===== src/rtl/rgbsps_pkg.sv =====
// Package for the RGB status pattern sequencer: pattern codes, colours,
// register indexes, timing defaults and the transaction and config structs.
// No dependencies.
`timescale 1ns / 1ps
`default_nettype none

package rgbsps_pkg;

	localparam int TIMER_W = 16;
	localparam int CFG_W   = 16;
	localparam int IDX_W   = 3;

	localparam logic [TIMER_W-1:0] TIMER_MAX = {TIMER_W{1'b1}};

	typedef enum logic [2:0] {
		PAT_OFF     = 3'd0,
		PAT_SOLID   = 3'd1,
		PAT_SLOW    = 3'd2,
		PAT_FAST    = 3'd3,
		PAT_DOUBLE  = 3'd4,
		PAT_SUCCESS = 3'd5,
		PAT_ERROR   = 3'd6
	} pattern_t;

	// configuration register indexes
	localparam logic [IDX_W-1:0] REG_SLOW_HALF    = 3'd0;
	localparam logic [IDX_W-1:0] REG_FAST_HALF    = 3'd1;
	localparam logic [IDX_W-1:0] REG_FLASH_HALF   = 3'd2;
	localparam logic [IDX_W-1:0] REG_DOUBLE_GAP   = 3'd3;
	localparam logic [IDX_W-1:0] REG_SUCCESS_HOLD = 3'd4;
	localparam logic [IDX_W-1:0] REG_ERROR_ON     = 3'd5;
	localparam logic [IDX_W-1:0] REG_ERROR_TOTAL  = 3'd6;

	localparam logic [CFG_W-1:0] RST_SLOW_HALF    = 16'd500;
	localparam logic [CFG_W-1:0] RST_FAST_HALF    = 16'd150;
	localparam logic [CFG_W-1:0] RST_FLASH_HALF   = 16'd100;
	localparam logic [CFG_W-1:0] RST_DOUBLE_GAP   = 16'd600;
	localparam logic [CFG_W-1:0] RST_SUCCESS_HOLD = 16'd1000;
	localparam logic [CFG_W-1:0] RST_ERROR_ON     = 16'd500;
	localparam logic [CFG_W-1:0] RST_ERROR_TOTAL  = 16'd2000;

	localparam logic [7:0] LEVEL_DIM    = 8'd20;
	localparam logic [7:0] LEVEL_CYAN   = 8'd15;
	localparam logic [7:0] LEVEL_BRIGHT = 8'd30;

	localparam logic [2:0] DOUBLE_TOGGLES  = 3'd4;
	localparam logic [2:0] SUCCESS_TOGGLES = 3'd6;

	localparam logic [23:0] COLOR_BLACK     = 24'd0;
	localparam logic [23:0] COLOR_DIM_GREEN = {8'd0, LEVEL_DIM, 8'd0};
	localparam logic [23:0] COLOR_DIM_BLUE  = {8'd0, 8'd0, LEVEL_DIM};
	localparam logic [23:0] COLOR_CYAN      = {8'd0, LEVEL_CYAN, LEVEL_CYAN};
	localparam logic [23:0] COLOR_GREEN     = {8'd0, LEVEL_BRIGHT, 8'd0};
	localparam logic [23:0] COLOR_RED       = {LEVEL_BRIGHT, 8'd0, 8'd0};

	typedef struct packed {
		logic       mode;
		logic [2:0] pattern;
	} in_item_t;

	typedef struct packed {
		logic [7:0] red;
		logic [7:0] green;
		logic [7:0] blue;
		logic [2:0] active_pattern;
		logic       lit;
	} out_item_t;

	typedef struct packed {
		logic [CFG_W-1:0] slow_half_period;
		logic [CFG_W-1:0] fast_half_period;
		logic [CFG_W-1:0] flash_half_period;
		logic [CFG_W-1:0] double_gap;
		logic [CFG_W-1:0] success_hold;
		logic [CFG_W-1:0] error_on_time;
		logic [CFG_W-1:0] error_total_time;
	} cfg_t;

endpackage

`default_nettype wire


===== src/rtl/rgbsps_cfg.sv =====
// Configuration register bank for the pattern sequencer timings.
// Depends on rgbsps_pkg.
`timescale 1ns / 1ps
`default_nettype none

module rgbsps_cfg (
	input  wire                           clk,
	input  wire                           arst_n,
	input  wire                           cfg_we,
	input  wire  [rgbsps_pkg::IDX_W-1:0]  cfg_index,
	input  wire  [rgbsps_pkg::CFG_W-1:0]  cfg_wdata,
	output rgbsps_pkg::cfg_t              cfg
);
	import rgbsps_pkg::*;

	cfg_t regs_q;

	assign cfg = regs_q;

	always_ff @(posedge clk or negedge arst_n) begin
		if (!arst_n) begin
			regs_q.slow_half_period  <= RST_SLOW_HALF;
			regs_q.fast_half_period  <= RST_FAST_HALF;
			regs_q.flash_half_period <= RST_FLASH_HALF;
			regs_q.double_gap        <= RST_DOUBLE_GAP;
			regs_q.success_hold      <= RST_SUCCESS_HOLD;
			regs_q.error_on_time     <= RST_ERROR_ON;
			regs_q.error_total_time  <= RST_ERROR_TOTAL;
		end else if (cfg_we) begin
			case (cfg_index)
				REG_SLOW_HALF:    regs_q.slow_half_period  <= cfg_wdata;
				REG_FAST_HALF:    regs_q.fast_half_period  <= cfg_wdata;
				REG_FLASH_HALF:   regs_q.flash_half_period <= cfg_wdata;
				REG_DOUBLE_GAP:   regs_q.double_gap        <= cfg_wdata;
				REG_SUCCESS_HOLD: regs_q.success_hold      <= cfg_wdata;
				REG_ERROR_ON:     regs_q.error_on_time     <= cfg_wdata;
				REG_ERROR_TOTAL:  regs_q.error_total_time  <= cfg_wdata;
				default: ;
			endcase
		end
	end

endmodule

`default_nettype wire


===== src/rtl/rgbsps_core.sv =====
// Input register and pattern state machine: one transaction updates the
// pattern, colour, elapsed counters and flash count. Depends on rgbsps_pkg.
`timescale 1ns / 1ps
`default_nettype none

module rgbsps_core (
	input  wire                   clk,
	input  wire                   arst_n,
	input  wire rgbsps_pkg::cfg_t cfg,
	input  wire                   in_valid,
	output logic                  in_ready,
	input  wire rgbsps_pkg::in_item_t in_data,
	output logic                  res_valid,
	input  wire                   res_ready,
	output rgbsps_pkg::out_item_t res_data
);
	import rgbsps_pkg::*;

	function automatic logic [TIMER_W-1:0] sat_inc(input logic [TIMER_W-1:0] v);
		return (v == TIMER_MAX) ? v : v + TIMER_W'(1);
	endfunction

	in_item_t             item_s1;
	logic                 valid_s1;
	logic                 advance;

	pattern_t             cur_q, saved_q;
	logic [23:0]          color_q;
	logic [TIMER_W-1:0]   since_toggle_q, since_start_q;
	logic [2:0]           flash_q;

	pattern_t             cur_d, saved_d;
	logic [23:0]          color_d;
	logic [TIMER_W-1:0]   st_d, ss_d;
	logic [2:0]           flash_d;
	logic                 sel_req;
	logic [2:0]           sel_pat;

	assign advance  = valid_s1 && res_ready;
	assign in_ready = !valid_s1 || advance;

	always_ff @(posedge clk or negedge arst_n) begin
		if (!arst_n) begin
			valid_s1 <= 1'b0;
		end else if (in_ready) begin
			valid_s1 <= in_valid;
		end
	end

	always_ff @(posedge clk) begin
		if (in_valid && in_ready) begin
			item_s1 <= in_data;
		end
	end

	always_comb begin
		cur_d   = cur_q;
		saved_d = saved_q;
		color_d = color_q;
		st_d    = since_toggle_q;
		ss_d    = since_start_q;
		flash_d = flash_q;
		sel_req = 1'b0;
		sel_pat = item_s1.pattern;

		if (item_s1.mode) begin
			sel_req = 1'b1;
		end else begin
			st_d = sat_inc(since_toggle_q);
			ss_d = sat_inc(since_start_q);
			case (cur_q)
				PAT_SLOW: begin
					if (st_d >= cfg.slow_half_period) begin
						color_d = (color_q != COLOR_BLACK) ? COLOR_BLACK : COLOR_DIM_BLUE;
						st_d    = '0;
					end
				end
				PAT_FAST: begin
					if (st_d >= cfg.fast_half_period) begin
						color_d = (color_q != COLOR_BLACK) ? COLOR_BLACK : COLOR_DIM_BLUE;
						st_d    = '0;
					end
				end
				PAT_DOUBLE: begin
					if (flash_q < DOUBLE_TOGGLES) begin
						if (st_d >= cfg.flash_half_period) begin
							color_d = (color_q != COLOR_BLACK) ? COLOR_BLACK : COLOR_CYAN;
							st_d    = '0;
							flash_d = flash_q + 3'd1;
						end
					end else if (st_d >= cfg.double_gap) begin
						// burst done: restart it after the gap
						flash_d = '0;
						st_d    = '0;
					end
				end
				PAT_SUCCESS: begin
					if (flash_q < SUCCESS_TOGGLES) begin
						if (st_d >= cfg.flash_half_period) begin
							color_d = (color_q != COLOR_BLACK) ? COLOR_BLACK : COLOR_GREEN;
							st_d    = '0;
							flash_d = flash_q + 3'd1;
						end
					end else if (ss_d >= cfg.success_hold) begin
						sel_req = 1'b1;
						sel_pat = PAT_SOLID;
					end
				end
				PAT_ERROR: begin
					if (ss_d < cfg.error_on_time) begin
						// red only goes on over a dark LED
						if (color_q == COLOR_BLACK) begin
							color_d = COLOR_RED;
						end
					end else if (ss_d < cfg.error_total_time) begin
						color_d = COLOR_BLACK;
					end else begin
						sel_req = 1'b1;
						sel_pat = saved_q;
					end
				end
				default: ;
			endcase
		end

		// pattern change: drop unknown codes and reselection of the active one
		if (sel_req && (sel_pat <= PAT_ERROR) && (sel_pat != cur_q)) begin
			if ((sel_pat == PAT_SUCCESS) || (sel_pat == PAT_ERROR)) begin
				saved_d = cur_q;
			end
			cur_d   = pattern_t'(sel_pat);
			flash_d = '0;
			ss_d    = '0;
			st_d    = '0;
			if (sel_pat == PAT_OFF) begin
				color_d = COLOR_BLACK;
			end else if (sel_pat == PAT_SOLID) begin
				color_d = COLOR_DIM_GREEN;
			end
		end
	end

	always_ff @(posedge clk or negedge arst_n) begin
		if (!arst_n) begin
			cur_q          <= PAT_OFF;
			saved_q        <= PAT_OFF;
			color_q        <= COLOR_BLACK;
			since_toggle_q <= '0;
			since_start_q  <= '0;
			flash_q        <= '0;
		end else if (advance) begin
			cur_q          <= cur_d;
			saved_q        <= saved_d;
			color_q        <= color_d;
			since_toggle_q <= st_d;
			since_start_q  <= ss_d;
			flash_q        <= flash_d;
		end
	end

	assign res_valid               = valid_s1;
	assign res_data.red            = color_d[23:16];
	assign res_data.green          = color_d[15:8];
	assign res_data.blue           = color_d[7:0];
	assign res_data.active_pattern = cur_d;
	assign res_data.lit            = |color_d;

endmodule

`default_nettype wire


===== src/rtl/rgbsps_out.sv =====
// Output register for result transactions; frees the core whenever the
// register is empty or being drained. Depends on rgbsps_pkg.
`timescale 1ns / 1ps
`default_nettype none

module rgbsps_out (
	input  wire                   clk,
	input  wire                   arst_n,
	input  wire                   res_valid,
	output logic                  res_ready,
	input  wire rgbsps_pkg::out_item_t res_data,
	output logic                  out_valid,
	input  wire                   out_ready,
	output rgbsps_pkg::out_item_t out_data
);
	import rgbsps_pkg::*;

	logic      out_valid_q;
	out_item_t out_data_q;

	assign res_ready = !out_valid_q || out_ready;
	assign out_valid = out_valid_q;
	assign out_data  = out_data_q;

	always_ff @(posedge clk or negedge arst_n) begin
		if (!arst_n) begin
			out_valid_q <= 1'b0;
		end else if (res_ready) begin
			out_valid_q <= res_valid;
		end
	end

	always_ff @(posedge clk) begin
		if (res_ready && res_valid) begin
			out_data_q <= res_data;
		end
	end

endmodule

`default_nettype wire


===== src/rtl/rgb_status_pattern_sequencer_unit.sv =====
// RGB status pattern sequencer top level: config bank, core and output register.
// Path: a transaction is held in the core's input register, then in the output register, and is presented on out_data.
// Throughput: one transaction per cycle unless out_ready is held low; the core updates its state once per transaction.
// Reset (arst_n low): pattern off, colour black, counters cleared, timings at defaults.
// Depends on rgbsps_pkg, rgbsps_cfg, rgbsps_core and rgbsps_out.
`timescale 1ns / 1ps
`default_nettype none

module rgb_status_pattern_sequencer_unit (
	input  wire                           clk,
	input  wire                           arst_n,
	input  wire                           in_valid,
	output logic                          in_ready,
	input  wire rgbsps_pkg::in_item_t     in_data,
	output logic                          out_valid,
	input  wire                           out_ready,
	output rgbsps_pkg::out_item_t         out_data,
	input  wire                           cfg_we,
	input  wire  [rgbsps_pkg::IDX_W-1:0]  cfg_index,
	input  wire  [rgbsps_pkg::CFG_W-1:0]  cfg_wdata
);
	import rgbsps_pkg::*;

	cfg_t      cfg;
	logic      res_valid;
	logic      res_ready;
	out_item_t res_data;

	rgbsps_cfg u_cfg (
		.clk       (clk),
		.arst_n    (arst_n),
		.cfg_we    (cfg_we),
		.cfg_index (cfg_index),
		.cfg_wdata (cfg_wdata),
		.cfg       (cfg)
	);

	rgbsps_core u_core (
		.clk       (clk),
		.arst_n    (arst_n),
		.cfg       (cfg),
		.in_valid  (in_valid),
		.in_ready  (in_ready),
		.in_data   (in_data),
		.res_valid (res_valid),
		.res_ready (res_ready),
		.res_data  (res_data)
	);

	rgbsps_out u_out (
		.clk       (clk),
		.arst_n    (arst_n),
		.res_valid (res_valid),
		.res_ready (res_ready),
		.res_data  (res_data),
		.out_valid (out_valid),
		.out_ready (out_ready),
		.out_data  (out_data)
	);

endmodule

`default_nettype wire


===== config.mk =====
export PLATFORM = sky130hd
export DESIGN_NAME = rgb_status_pattern_sequencer_unit
export DESIGN_NICKNAME = d
export VERILOG_FILES = /design/src/rtl/rgbsps_pkg.sv /design/src/rtl/rgbsps_cfg.sv /design/src/rtl/rgbsps_core.sv /design/src/rtl/rgbsps_out.sv /design/src/rtl/rgb_status_pattern_sequencer_unit.sv
export SDC_FILE = /design/constraint.sdc
export NUM_CORES = 1
export LEC_CHECK = 0
export BUFFER_PORTS_ARGS = -buffer_cell sky130_fd_sc_hd__buf_2
export CAP_MARGIN = 20
export CORE_ASPECT_RATIO = 1.1
export CORE_MARGIN = 4
export CORE_UTILIZATION = 45
export CTS_CLUSTER_DIAMETER = 30
export DETAILED_ROUTE_END_ITERATION = 10
export GPL_TIMING_DRIVEN = 1
export SLEW_MARGIN = 20
export SYNTH_ARGS = -nofsm -noshare
export SYNTH_HDL_FRONTEND = slang
export SYNTH_SLANG_ARGS = --single-unit

===== constraint.sdc =====
create_clock -name clk -period 9.9 [get_ports clk]
set_input_delay 0 -clock clk [delete_from_list [all_inputs] [get_ports clk]]
set_output_delay 0 -clock clk [all_outputs]
set_load 0.01 [all_outputs]

==> results, run 1 <==
- The area inside the core boundary is roughly 26000 um2.
- The maximum fanout encountered on the critical timing path is 11.
- After routing, the total negative slack on setup checks comes to 0 ps.
- The number of max-capacitance violations reported is 0.
- At the end of the flow, the number of nets in the layout was roughly 1400.
- In this run the biggest area consumer among cell types represents approximately 30% of the synthesized area.
- Derived from the worst setup path, the maximum achievable clock frequency is around 0.16 GHz.
- The synthesized net count is about 1300.
- The clock tree synthesis step divided the H-tree into 2 levels.
- dfrtp_1 is the most common cell in the netlist.
- The number of endpoints failing setup at the final stage is 0.
- Ranked by total cell area, the synthesized netlist is headed by dfrtp_1 (30%), ha_1 (12%), edfxtp_1 (8.0%).
- The quantity of I/O buffers inserted on ports is 57.
- The number of rows created at floorplan is 62.
- The number of DRC markers after the initial detailed-route iteration is roughly 600.
- The final HPWL from detailed placement is 21010 um.
- The insertion delay to the later sink of the worst-skew pair is about 550 ps.
- The number of register bits inferred by synthesis is about 210.
- The total global routing track utilization is roughly a fifth.
- Across all layers, the routed design uses 9155 vias.
- The worst setup path is of the reg2reg kind.
- The die span in x is about 160 um.
- The required time reported for the critical path endpoint is roughly 10000 ps.
- The post-detailed-route DRC marker count is 0.
- Summed over all layers, the routed wires come to roughly 30000 um.
- The tightest min-delay check is of the in2reg type.
- The power density over the cells is approximately 250 nW/um2.
- The number of instances in the placed design is 1558.
- The top layer reached by signal wires is met4.
- The final-report hold violation count is 0.
- The worst setup path is captured at a flip-flop.
- The area added between synthesis and finish is 23.05%.
- Synthesis produced a netlist whose cell count is ~1200.
- The share of post-route cells with drive strength above 1 is between 20% and 30%.
- After global routing the overflow that remains totals 0.
- Sorting the synthesized cells by how often they occur yields dfrtp_1 (144), nand2_1 (142), inv_1 (119).
- The finished layout holds between 1500 and 2000 standard cells, fillers aside.
- The tree built by TritonCTS fans out to approximately 210 sinks.
- For this configuration, the core starts out at a cell density of 45.96%.
- The number of antenna violations at the first check in global routing came to 0.
- The number of enable-type register cells in the synthesized netlist is 32.
- Detailed routing placed a total of 13840 um of wire on met2.
- Setup repair after global routing left no endpoint under its margin.
- For the pin with the worst max-slew slack, the measured transition is ~1100 ps.
- STA puts the critical path data arrival time at between 6000 and 7000 ps.
- The number of clock buffers added by TritonCTS is 51.
- The share of the clock period used by the worst path after layout is 61.40%.
- From bottom edge to top edge, the die measures around 180 um.
- The average instance area after synthesis is between 10 and 15 um2.
- TritonCTS built the clock tree.
- After detailed routing, the wire length on met1 is 13770 um.
- The count of nets left with antenna violations once routing finished came out at 0.
- The run finished with clean final reports.
- The detailed-route vias per instance is 5.453.
- The synthesized netlist occupies a cell area of about 12000 um2.
- Before antenna repair, the detailed router went through 5 iterations.
- In the synthesized netlist the dominant register cell turns out to be dfrtp_1.
- The clock passes through at most 3 buffers.
- The pin count of the biggest net entering global routing is 105.
- Detailed routing placed a total of roughly 1400 um of wire on met3.
- The share of the core filled with cells is a little under three fifths.
- The sequential cell area fraction in the yosys report is between 40 and 50%.
- The final worst clock skew is 20.29 ps.
- Summed over all cells, the static leakage comes to between 6 and 7 nW.
- The master cell of the clock root buffer is clkbuf_16.
- Summed over all instances, the cell type with the most area after synthesis is dfrtp_1.
- The final weighted congestion in routability-driven placement is around 0.90.
- The warning count from the yosys run is 0.
- The average routed wire per standard cell is around 18 um.
- Headroom to the max-slew limit came out at just under 30%.
- The count of distinct cell types in the synthesized netlist is between 70 and 80.
- The number of slew-limit violations in the final report was 0.
- The setup fix buffers added after clock tree synthesis is 0.
- The sort of element at the start of the critical path is a flip-flop.
- The wire length of the first global-routing pass is ~50000 um.
- The full die area is a little under 30000 um2.
- The fraction of registers with async set/reset is around 85%.
- The number of primary I/O pins is 58.
- Counting the fill cells in the layout gives 2310.
- The maximum VDD drop is about 150 uV.
- Counting I/O delays and the setup requirement, the final critical path takes roughly 6100 ps.
- The number of global-route vias before repair is 9207.
- Clock-pin slew was measured on the worst setup and hold paths at 50 ps.
## kinds of logic (layout without fill, tap and decap cells)
logic type / count (synthesis) / in the layout / synth area share, %
compound gates: 276 / 276 / 14.99
xor+xnor: 25 / 25 / 1.817
fa+ha+maj: 113 / 113 / 11.73
buf+inv: 157 / 305 / 5.285
flops: 211 / 211 / 45.51
mux: 72 / 72 / 6.926
other cells: 0 / 1 / 0
simple gates: 324 / 324 / 13.74
## what timing repair did
item	4_1_cts	5_1_grt
resized for setup	0	0
hold buffers	24	0
hold endpoints to repair	199	0
## metal layers
metal | vias up | track usage (%)
met5 | - | 0
met2 | 235 | 33.12
met4 | 0 | 6.174
li1 | 4452 | -
met3 | 63 | 3.367
met1 | 4405 | 28.57
## state kept, by name, summed over array words and instances, names as in the netlist, 4 cells and up
register               count
u_cfg.cfg                112
u_core.item_s1             4
u_core.since_toggle_q     16
u_out.out_data            28
u_core.color_q            24
u_core.since_start_q      16
## area by class of cell
| cell class | instances | area (um2) | area share [%] |
|---|---|---|---|
| repair buffers | 89 | 595.6 | 4.017 |
| clock buffers | 63 | 1435 | 9.679 |
| multi-input cells | 810 | 5949 | 40.12 |
| inverters | 120 | 450.4 | 3.038 |
| diodes | 1 | 2.502 | 0.01688 |
| clock inverters | 33 | 470.5 | 3.173 |
| flip-flops and latches | 211 | 5484 | 36.98 |
| well taps | 352 | 440.4 | 2.970 |
## where the power goes
part           internal, mW  switching [mW]
registers              1.06          0.0859
clock network          1.29           0.531
logic                 0.295           0.419
total                  2.64            1.04
## critical path: stages (launching register included)
cell and delay [ps]:
dfrtp_1 470, ha_1 270, nand3_1 190, nor4_4 100, nand4b_1 400, nor3_1 380, nand4_1 170, nor2_1 190
nand4_1 140, xnor2_1 400, ha_1 220, nand4_1 120, nor3_1 280, nand2_1 70, o21ai_0 320, nand2_1 240
a311o_2 510, a31oi_2 310, and2_1 500, and4_1 340, mux2_1 330
## worst paths after layout
path,startpoint,cells after the start,slack [ps],end
max,u_core.since_start_q[0]$_DFFE_PN0P_,20,3820,u_core.saved_q[0]$_DFFE_PN0P_
max in group asynchronous,arst_n,3,8450,u_cfg.cfg[11]$_DFFE_PN0P_
min reg2reg,u_core.res_valid$_DFFE_PN0N_,1,490,u_out.out_valid$_DFFE_PN0P_
min in group asynchronous,arst_n,2,160,u_core.color_q[14]$_DFFE_PN0P_
min,cfg_index[2],5,70,u_cfg.cfg[84]$_DFFE_PN1P_
max reg2reg,u_core.since_start_q[0]$_DFFE_PN0P_,20,3820,u_core.saved_q[0]$_DFFE_PN0P_
## cells in the final DEF (no fill, tap or decap), drive strengths merged, types with 59 or more instances in the layout
master	n
nand2	142
ha	113
mux2	70
o21ai	108
clkbuf	63
buf	65
dfrtp	144
a21oi	59
inv	122
## stage by stage
stage                     power (mW)  instance area [um2]  setup slack, ps  hold WS, ps
after global routing           3.892                14830             3319        102.1
after detailed placement       1.861                12680             3924        183.9
final                          3.680                14830             3821        68.57
after global placement         1.852                12680             4126        189.2
after floorplan                1.646                12050             5079       -295.6
after CTS                      3.717                14820             3822        46.26
Note: power is estimated with default switching activity, not from simulation.
==> run 2, diff against run 1 <==
==> constraint.sdc (replaced) <==
create_clock -name clk -period 5.7 [get_ports clk]
set_input_delay 0 -clock clk [delete_from_list [all_inputs] [get_ports clk]]
set_output_delay 0 -clock clk [all_outputs]
set_load 0.01 [all_outputs]
==> results, run 2 (synthesis gave the netlist of run 1 again) <==
- The maximum VDD drop is 206.6 uV (+38%).
- The pin count of the biggest net entering global routing was 66 (-37%).
- The number of endpoints failing setup at the final stage came to 0 (unchanged).
- The area inside the core boundary is 26220 um2 (unchanged).
- The power density over the cells is 423.9 nW/um2 (+71%).
- The required time reported for the critical path endpoint was 6130 ps (-4190 ps).
- The number of buffers created by CTS was 53 (+3.9%).
- The kind of end point of the critical path is a flip-flop.
- The data arrival time of the critical path is 5800 ps (-700 ps).
- The worst hold path belongs to the class in2async.
- The number of antenna diodes is 0 (-1).
- The remaining antenna violation count is 0 (unchanged).
- Traced cell by cell, the critical path runs through and4_1 > and3_1 > nand4_1 > or3_1 > and2_1 > nand3_1 > xnor2_1 > ha_1 > a21o_1 > a2111oi_0 > o21ai_1 > and4_1 > o21ai_0 > a21oi_1 > o21a_1 > a21oi_2 > nand2_1 > o31ai_1.
- The number of H-tree levels came to 2 (unchanged).
- The number of buffers on the longest clock path is 3 (unchanged).
- The number of global-route vias before repair is 9090 (-1.3%).
- The insertion delay to the later sink of the worst-skew pair came to 530 ps (-20 ps).
- The total global routing overflow is 0 (unchanged).
- The effective utilization at floorplan is 45.96% (unchanged).
- Leaving out fill and tap cells, the most frequent cells in the layout are dfrtp_1 (144), nand2_1 (142), inv_1 (118), ha_1 (113), o21ai_0 (97).
- The total power after layout is 6.334 mW (+72%).
- The number of DRC markers after the initial detailed-route iteration came to 577 (-4.8%).
- The number of rows created at floorplan is 62 (unchanged).
- The highest attainable clock frequency was 0.1863 GHz (+13%).
- The average routed wire per standard cell came to 17.69 um (+0.23%).
- The final weighted congestion in routability-driven placement is 0.9019 (+0.77%).
- The final-report hold violation count is 0 (unchanged).
- The number of instances in the placed design is 1570 (+0.77%).
- The relative slew slack is 31.84% (+3.0 points).
- The number of slew-limit violations in the final report is 0 (unchanged).
- The final instance count without filler cells is 1694 (+0.89%).
- Setup repair after global routing left no endpoint under its margin.
- The wire length of the first global-routing pass is 48430 um (-1.0%).
- The flip-flop count of the largest register, all copies and words added is 112 (unchanged).
- The cell at the slowest stage of the critical path is or3_1.
- The leakage power figure came to 6.996 nW (+1.5%).
- The final-layout worst hold slack is 8.806 ps (-59.76 ps).
- TritonCTS built the clock tree.
- The final worst clock skew is 14.86 ps (-5.434 ps).
- The total negative slack is 0 ps (unchanged).
- The master cell of the clock root buffer is clkbuf_16.
- The clock period minus final worst setup slack is 5368 ps (-711.5 ps).
- The share of post-route cells with drive strength above 1 was 23.10% (+1.1 points).
- The post-detailed-route DRC marker count is 0 (unchanged).
- The number of max-capacitance violations reported is 0 (unchanged).
- The worst setup path is launched from a flip-flop.
- The full die area came to 29460 um2 (unchanged).
- The critical path class is reg2reg.
- The number of antenna violations at the first check in global routing is 0 (unchanged).
- The area occupied by multi-input gates is 5986 um2 (+0.61%).
- The area added between synthesis and finish is 24.00%.
- The transition time at the pin with the least slew margin is 1017 ps (-44.65 ps).
- The library cell used most frequently in the layout, excluding fill and tap cells, is dfrtp_1.
- The share of the clock period used by the worst path after layout is 94.17% (+33 points).
- The maximum fanout encountered on the critical timing path is 7 (-4).
- The run finished with clean final reports.
- The library cell appearing most often on the critical path is and4_1.
- The number of optimization iterations in the first detailed-route pass is 5 (unchanged).
- The register-to-register setup slack is 330 ps (-3490 ps).
- The via count is 9225 (+0.76%).
- The die span in x is 164.0 um (unchanged).
- The number of nets in the final layout was 1442 (+1.3%).
- The number of fillers in the final layout is 2321 (+0.48%).
- The number of sinks on the clock net is 211 (unchanged).
- The register area is 5484 um2 (unchanged).
- The total global routing track utilization came to 20.35% (-0.19 points).
- The vertical die dimension is 179.6 um (unchanged).
- The clock-pin transition on the worst setup and hold timing paths was 50 ps (about the same).
- The number of primary I/O pins is 58 (unchanged).
- The quantity of I/O buffers inserted on ports is 57 (unchanged).
- The final HPWL from detailed placement is 21250 um (+1.1%).
- The aggregate routed wire length came to 29980 um (+1.1%).
- The detailed-route vias per instance came to 5.446 (-0.13%).
- The delay contributed by the slowest stage of the critical path is 530 ps (+20 ps).
## run 2: cell types whose count changed in the layout (fill, tap and decap cells not counted), sizes merged, moves of 2 or more
cell / before / now
clkinvlp: 7 / 1
clkinv: 14 / 16
inv: 122 / 120
buf: 65 / 81
bufinv: 10 / 8
clkbuf: 63 / 71
## run 2: layout make-up
| cell class | count | area share (%) |
|---|---|---|
| inverters | 120 | 3.015 |
| repair buffers | 105 | 4.899 |
| clock inverters | 25 | 2.303 |
| flip-flops and latches | 211 | 36.70 |
| multi-input cells | 810 | 40.06 |
| clock buffers | 71 | 10.07 |
| well taps | 352 | 2.948 |
## run 2: stage by stage
| stage | setup WS, ps | util [%] | area [um2] |
|---|---|---|---|
| CTS | 91.09 | 56.66 | 14860 |
| floorplan | 879.1 | - | 12050 |
| global placement | 175.2 | 48.69 | 12770 |
| finish | 332.4 | 56.99 | 14940 |
| detailed placement | 108.4 | 48.69 | 12770 |
| global route | 6.517 | 56.99 | 14940 |
## run 2: report_power, final
| part | switching (mW) | internal (mW) |
|---|---|---|
| logic | 0.758 | 0.537 |
| clock network | 0.865 | 2.19 |
| registers | 0.143 | 1.84 |
## run 2: routing by layer
layer	share of wire, %	track usage [%]	up-vias
met5	0	0	-
met4	2.3	6.242	0
met3	4.7	3.413	58
met2	46	31.58	246
met1	47	29.28	4445
li1	-	-	4476
## run 2: worst paths after layout
path,from,endpoint,cells past startpoint
max,u_core.since_toggle_q[3]$_DFFE_PN0P_,u_core.since_toggle_q[2]$_DFFE_PN0P_,18
min,arst_n,u_core.color_q[14]$_DFFE_PN0P_,2
max reg2reg,u_core.since_toggle_q[3]$_DFFE_PN0P_,u_core.since_toggle_q[2]$_DFFE_PN0P_,18
min reg2reg,u_core.saved_q[0]$_DFFE_PN0P_,u_core.saved_q[0]$_DFFE_PN0P_,1
max in group asynchronous,arst_n,u_core.since_toggle_q[9]$_DFFE_PN0P_,3
min in group clk,cfg_index[2],u_cfg.cfg[84]$_DFFE_PN1P_,5
## run 2: worst max-delay path, delay by kind of cell (launching register included)
family          cells  cell delay, ps
simple gates        8            2140
compound gates      8            2010
flops               1             450
fa+ha+maj           1             360
xor+xnor            1             300
## run 2: repair_timing
action,CTS,global route
hold buffers,24,0
resized for setup,0,11
setup buffers,0,2
setup endpoints to repair,0,57
hold endpoints to repair,178,0
==> run 3, diff against run 2 <==
--- a/config.mk
+++ b/config.mk
@@ -8,11 +8,12 @@
 export BUFFER_PORTS_ARGS = -buffer_cell sky130_fd_sc_hd__buf_2
 export CAP_MARGIN = 20
 export CORE_ASPECT_RATIO = 1.1
-export CORE_MARGIN = 4
+export CORE_MARGIN = 3
 export CORE_UTILIZATION = 45
 export CTS_CLUSTER_DIAMETER = 30
 export DETAILED_ROUTE_END_ITERATION = 10
 export GPL_TIMING_DRIVEN = 1
+export HOLD_SLACK_MARGIN = 0.1
 export SLEW_MARGIN = 20
 export SYNTH_ARGS = -nofsm -noshare
 export SYNTH_HDL_FRONTEND = slang
==> results, run 3 (synthesis gave the netlist of run 1 again) <==
- The share of post-route cells with drive strength above 1 is 23.49% (+0.39 points).
- The number of rows created at floorplan came to 62 (unchanged).
- The final weighted congestion in routability-driven placement came to 0.8953 (-0.73%).
- The aggregate routed wire length is 30440 um (+1.5%).
- The clock period minus final worst setup slack was 5314 ps (-53.80 ps).
- The maximum fanout encountered on the critical timing path was 9 (+2).
- Leaving out fill and tap cells, the most frequent cell in the layout is dfrtp_1.
- The highest attainable clock frequency came to 0.1882 GHz (+1.0%).
- The worst setup path is launched from a flip-flop.
- The leakage power figure is 7.093 nW (+1.4%).
- The category of cells accounting for the largest share of critical-path delay is simple AND/OR/NAND/NOR gates.
- The signal on the critical path passes through ha_1 > nand3_1 > nor4_4 > nand4b_1 > nor3_1 > nand4_1 > nor2_1 > nand4_1 > xnor2_2 > ha_1 > a21oi_1 > o21ai_0 > a21oi_1 > o221ai_4 > buf_12 > and4_1 > a311o_2 > a31oi_2 > and2_2 > and4_1 > mux2_1.
- The wire length of the first global-routing pass is 49110 um (+1.4%).
- The number of fillers in the final layout is 2307 (-0.60%).
- From synthesis to final layout, the design area changed by 26.21%.
- The delay contributed by the slowest stage of the critical path was 410 ps (-120 ps).
- The clock-pin transition on the worst setup and hold timing paths is 40 ps (about the same).
- The number of endpoints failing setup at the final stage is 0 (unchanged).
- The number of slew-limit violations in the final report is 0 (unchanged).
- The number of nets in the final layout is 1451 (+0.62%).
- The number of primary I/O pins is 58 (unchanged).
- The data arrival time of the critical path is 5730 ps (-70 ps).
- The cell count of the worst reg-to-reg path is 21 (+3).
- The maximum VDD drop is 298.7 uV (+45%).
- The flip-flop count of the largest register, all copies and words added is 112 (unchanged).
- The average routed wire per standard cell is 17.80 um (+0.59%).
- The post-detailed-route DRC marker count is 0 (unchanged).
- The number of buffers created by CTS is 56 (+5.7%).
- The number of buffers on the longest clock path is 3 (unchanged).
- In the layout the commonest cells are dfrtp_1 (144), nand2_1 (142), inv_1 (118), ha_1 (113), o21ai_0 (98).
- The total power after layout is 6.594 mW (+4.1%).
- The required time reported for the critical path endpoint came to 6110 ps (-20 ps).
- Setup repair after global routing left no endpoint under its margin.
- On the critical path, the stage with the largest delay is an instance of dfrtp_1.
- The detailed-route vias per instance is 5.373 (-1.3%).
- The number of optimization iterations in the first detailed-route pass came to 7 (+2).
- The final HPWL from detailed placement was 20920 um (-1.6%).
- The worst setup path is of the reg2reg kind.
- The share of the clock period used by the worst path after layout is 93.22% (-0.94 points).
- The worst hold path terminates at u_cfg.cfg[66]$_DFFE_PN1P_.
- The area inside the core boundary is 26220 um2 (unchanged).
- The effective utilization at floorplan is 45.96% (unchanged).
- The number of max-capacitance violations reported is 0 (unchanged).
- The via count is 9187 (-0.41%).
- The register-to-register setup slack is 390 ps (+50 ps).
- The relative slew slack was 29.95% (-1.9 points).
- The count of cell instances traversed by the critical path is 21 (+3).
- The final worst clock skew is 23.95 ps (+9.085 ps).
- The number of global-route vias before repair is 9151 (+0.67%).
- The number of antenna diodes is 0 (unchanged).
- The master cell of the clock root buffer is clkbuf_16.
- The kind of end point of the critical path is a flip-flop.
- The transition time at the pin with the least slew margin is 1045 ps (+28.16 ps).
- In this run the critical register-to-register path is captured at u_core.saved_q[0]$_DFFE_PN0P_.
- The insertion delay to the later sink of the worst-skew pair is 560 ps (+30 ps).
- The run finished with clean final reports.
- The final-report hold violation count is 0 (unchanged).
- Along the worst hold path, the cell count comes to 6.
- The pin count of the biggest net entering global routing is 69 (+4.5%).
- The power density over the cells is 433.6 nW/um2 (+2.3%).
- The number of sinks on the clock net is 211 (unchanged).
- The total global routing track utilization was 21.53% (+1.2 points).
- TritonCTS built the clock tree.
- The startpoint of the tightest hold check path is cfg_we.
- The quantity of I/O buffers inserted on ports came to 57 (unchanged).
- The total global routing overflow is 0 (unchanged).
- In this run the critical register-to-register path is launched from u_core.since_start_q[1]$_DFFE_PN0P_.
- The number of DRC markers after the initial detailed-route iteration is 569 (-1.4%).
- The die span in x came to 162.0 um (-1.2%).
- The number of H-tree levels is 2 (unchanged).
- The remaining antenna violation count is 0 (unchanged).
- The full die area is 28780 um2 (-2.3%).
- The vertical die dimension was 177.6 um (-1.1%).
- The total negative slack came to 0 ps (unchanged).
- The type of the worst min-delay path is in2reg.
- The number of antenna violations at the first check in global routing was 0 (unchanged).
- The count of buffer and inverter cells on the critical path is 1 (+1).
[run 3: where the power goes]
| group | total, mW | switching [mW] | internal, mW |
|---|---|---|---|
| Clock | 3.30 | 0.948 | 2.35 |
| Combinational | 1.30 | 0.759 | 0.544 |
| Sequential | 1.99 | 0.145 | 1.84 |
| Total | 6.59 | 1.85 | 4.74 |
[run 3: worst max-delay path by stage]
stage                                         startpoint                             to  slack, ps
detailed placement  u_core.since_toggle_q[3]$_DFFE_PN0P_    u_out.out_data[0]$_DFFE_PP_        260
finish               u_core.since_start_q[1]$_DFFE_PN0P_  u_core.saved_q[0]$_DFFE_PN0P_        390
global placement    u_core.since_toggle_q[3]$_DFFE_PN0P_    u_out.out_data[0]$_DFFE_PP_        230
floorplan           u_core.since_toggle_q[3]$_DFFE_PN0P_    u_out.out_data[0]$_DFFE_PP_        880
CTS                 u_core.since_toggle_q[3]$_DFFE_PN0P_    u_out.out_data[0]$_DFFE_PP_        220
global route         u_core.since_start_q[1]$_DFFE_PN0P_  u_core.saved_q[0]$_DFFE_PN0P_         20
[run 3: timing repair]
item / CTS / global route
setup buffers: 0 / 4
resized for setup: 0 / 11
hold buffers: 33 / 0
endpoints found under the setup margin: 0 / 56
hold endpoints to repair: 189 / 0
[run 3: metrics by stage]
| step | worst slack (ps) | instances | area [um2] | hold WS [ps] | utilization [%] |
|---|---|---|---|---|---|
| 2_1_floorplan | 879.1 | 1178 | 12050 | -295.6 | - |
| 3_3_place_gp | 229.1 | 1566 | 12740 | 48.46 | 48.57 |
| 3_5_place_dp | 255.9 | 1566 | 12740 | 50.01 | 48.57 |
| 4_1_cts | 219.1 | 1705 | 15090 | 102.7 | 57.56 |
| 5_1_grt | 15.93 | 1710 | 15210 | 147.6 | 58.00 |
| 6_report | 386.2 | 1710 | 15210 | 120.3 | 58.00 |
[run 3: per-layer routing]
metal  part of all wire, %  track usage, %  wire length (um)
met3                   4.9           3.945              1502
met1                    46           29.39             14120
met5                     0               0                 0
met2                    46           35.04             14120
met4                   2.3           6.577               698
[run 3: worst reg2reg max path, stage by stage, from the launching register on]
cell	delay, ps
dfrtp_1	410
ha_1	230
nand3_1	190
nor4_4	60
nand4b_1	200
nor3_1	310
nand4_1	170
nor2_1	160
nand4_1	160
xnor2_2	270
ha_1	310
a21oi_1	140
o21ai_0	130
a21oi_1	230
o221ai_4	150
buf_12	170
and4_1	210
a311o_2	410
a31oi_2	330
and2_2	270
and4_1	280
mux2_1	350
[run 3: cell type report]
cell class / count / area (um2) / area share [%]
Multi-Input combinational cell: 810 / 5987 / 39.37
Inverter: 120 / 450.4 / 2.962
Clock inverter: 36 / 461.7 / 3.036
Clock buffer: 70 / 1546 / 10.17
Timing Repair Buffer: 111 / 838.3 / 5.512
Sequential cell: 211 / 5484 / 36.06
Tap cell: 352 / 440.4 / 2.896
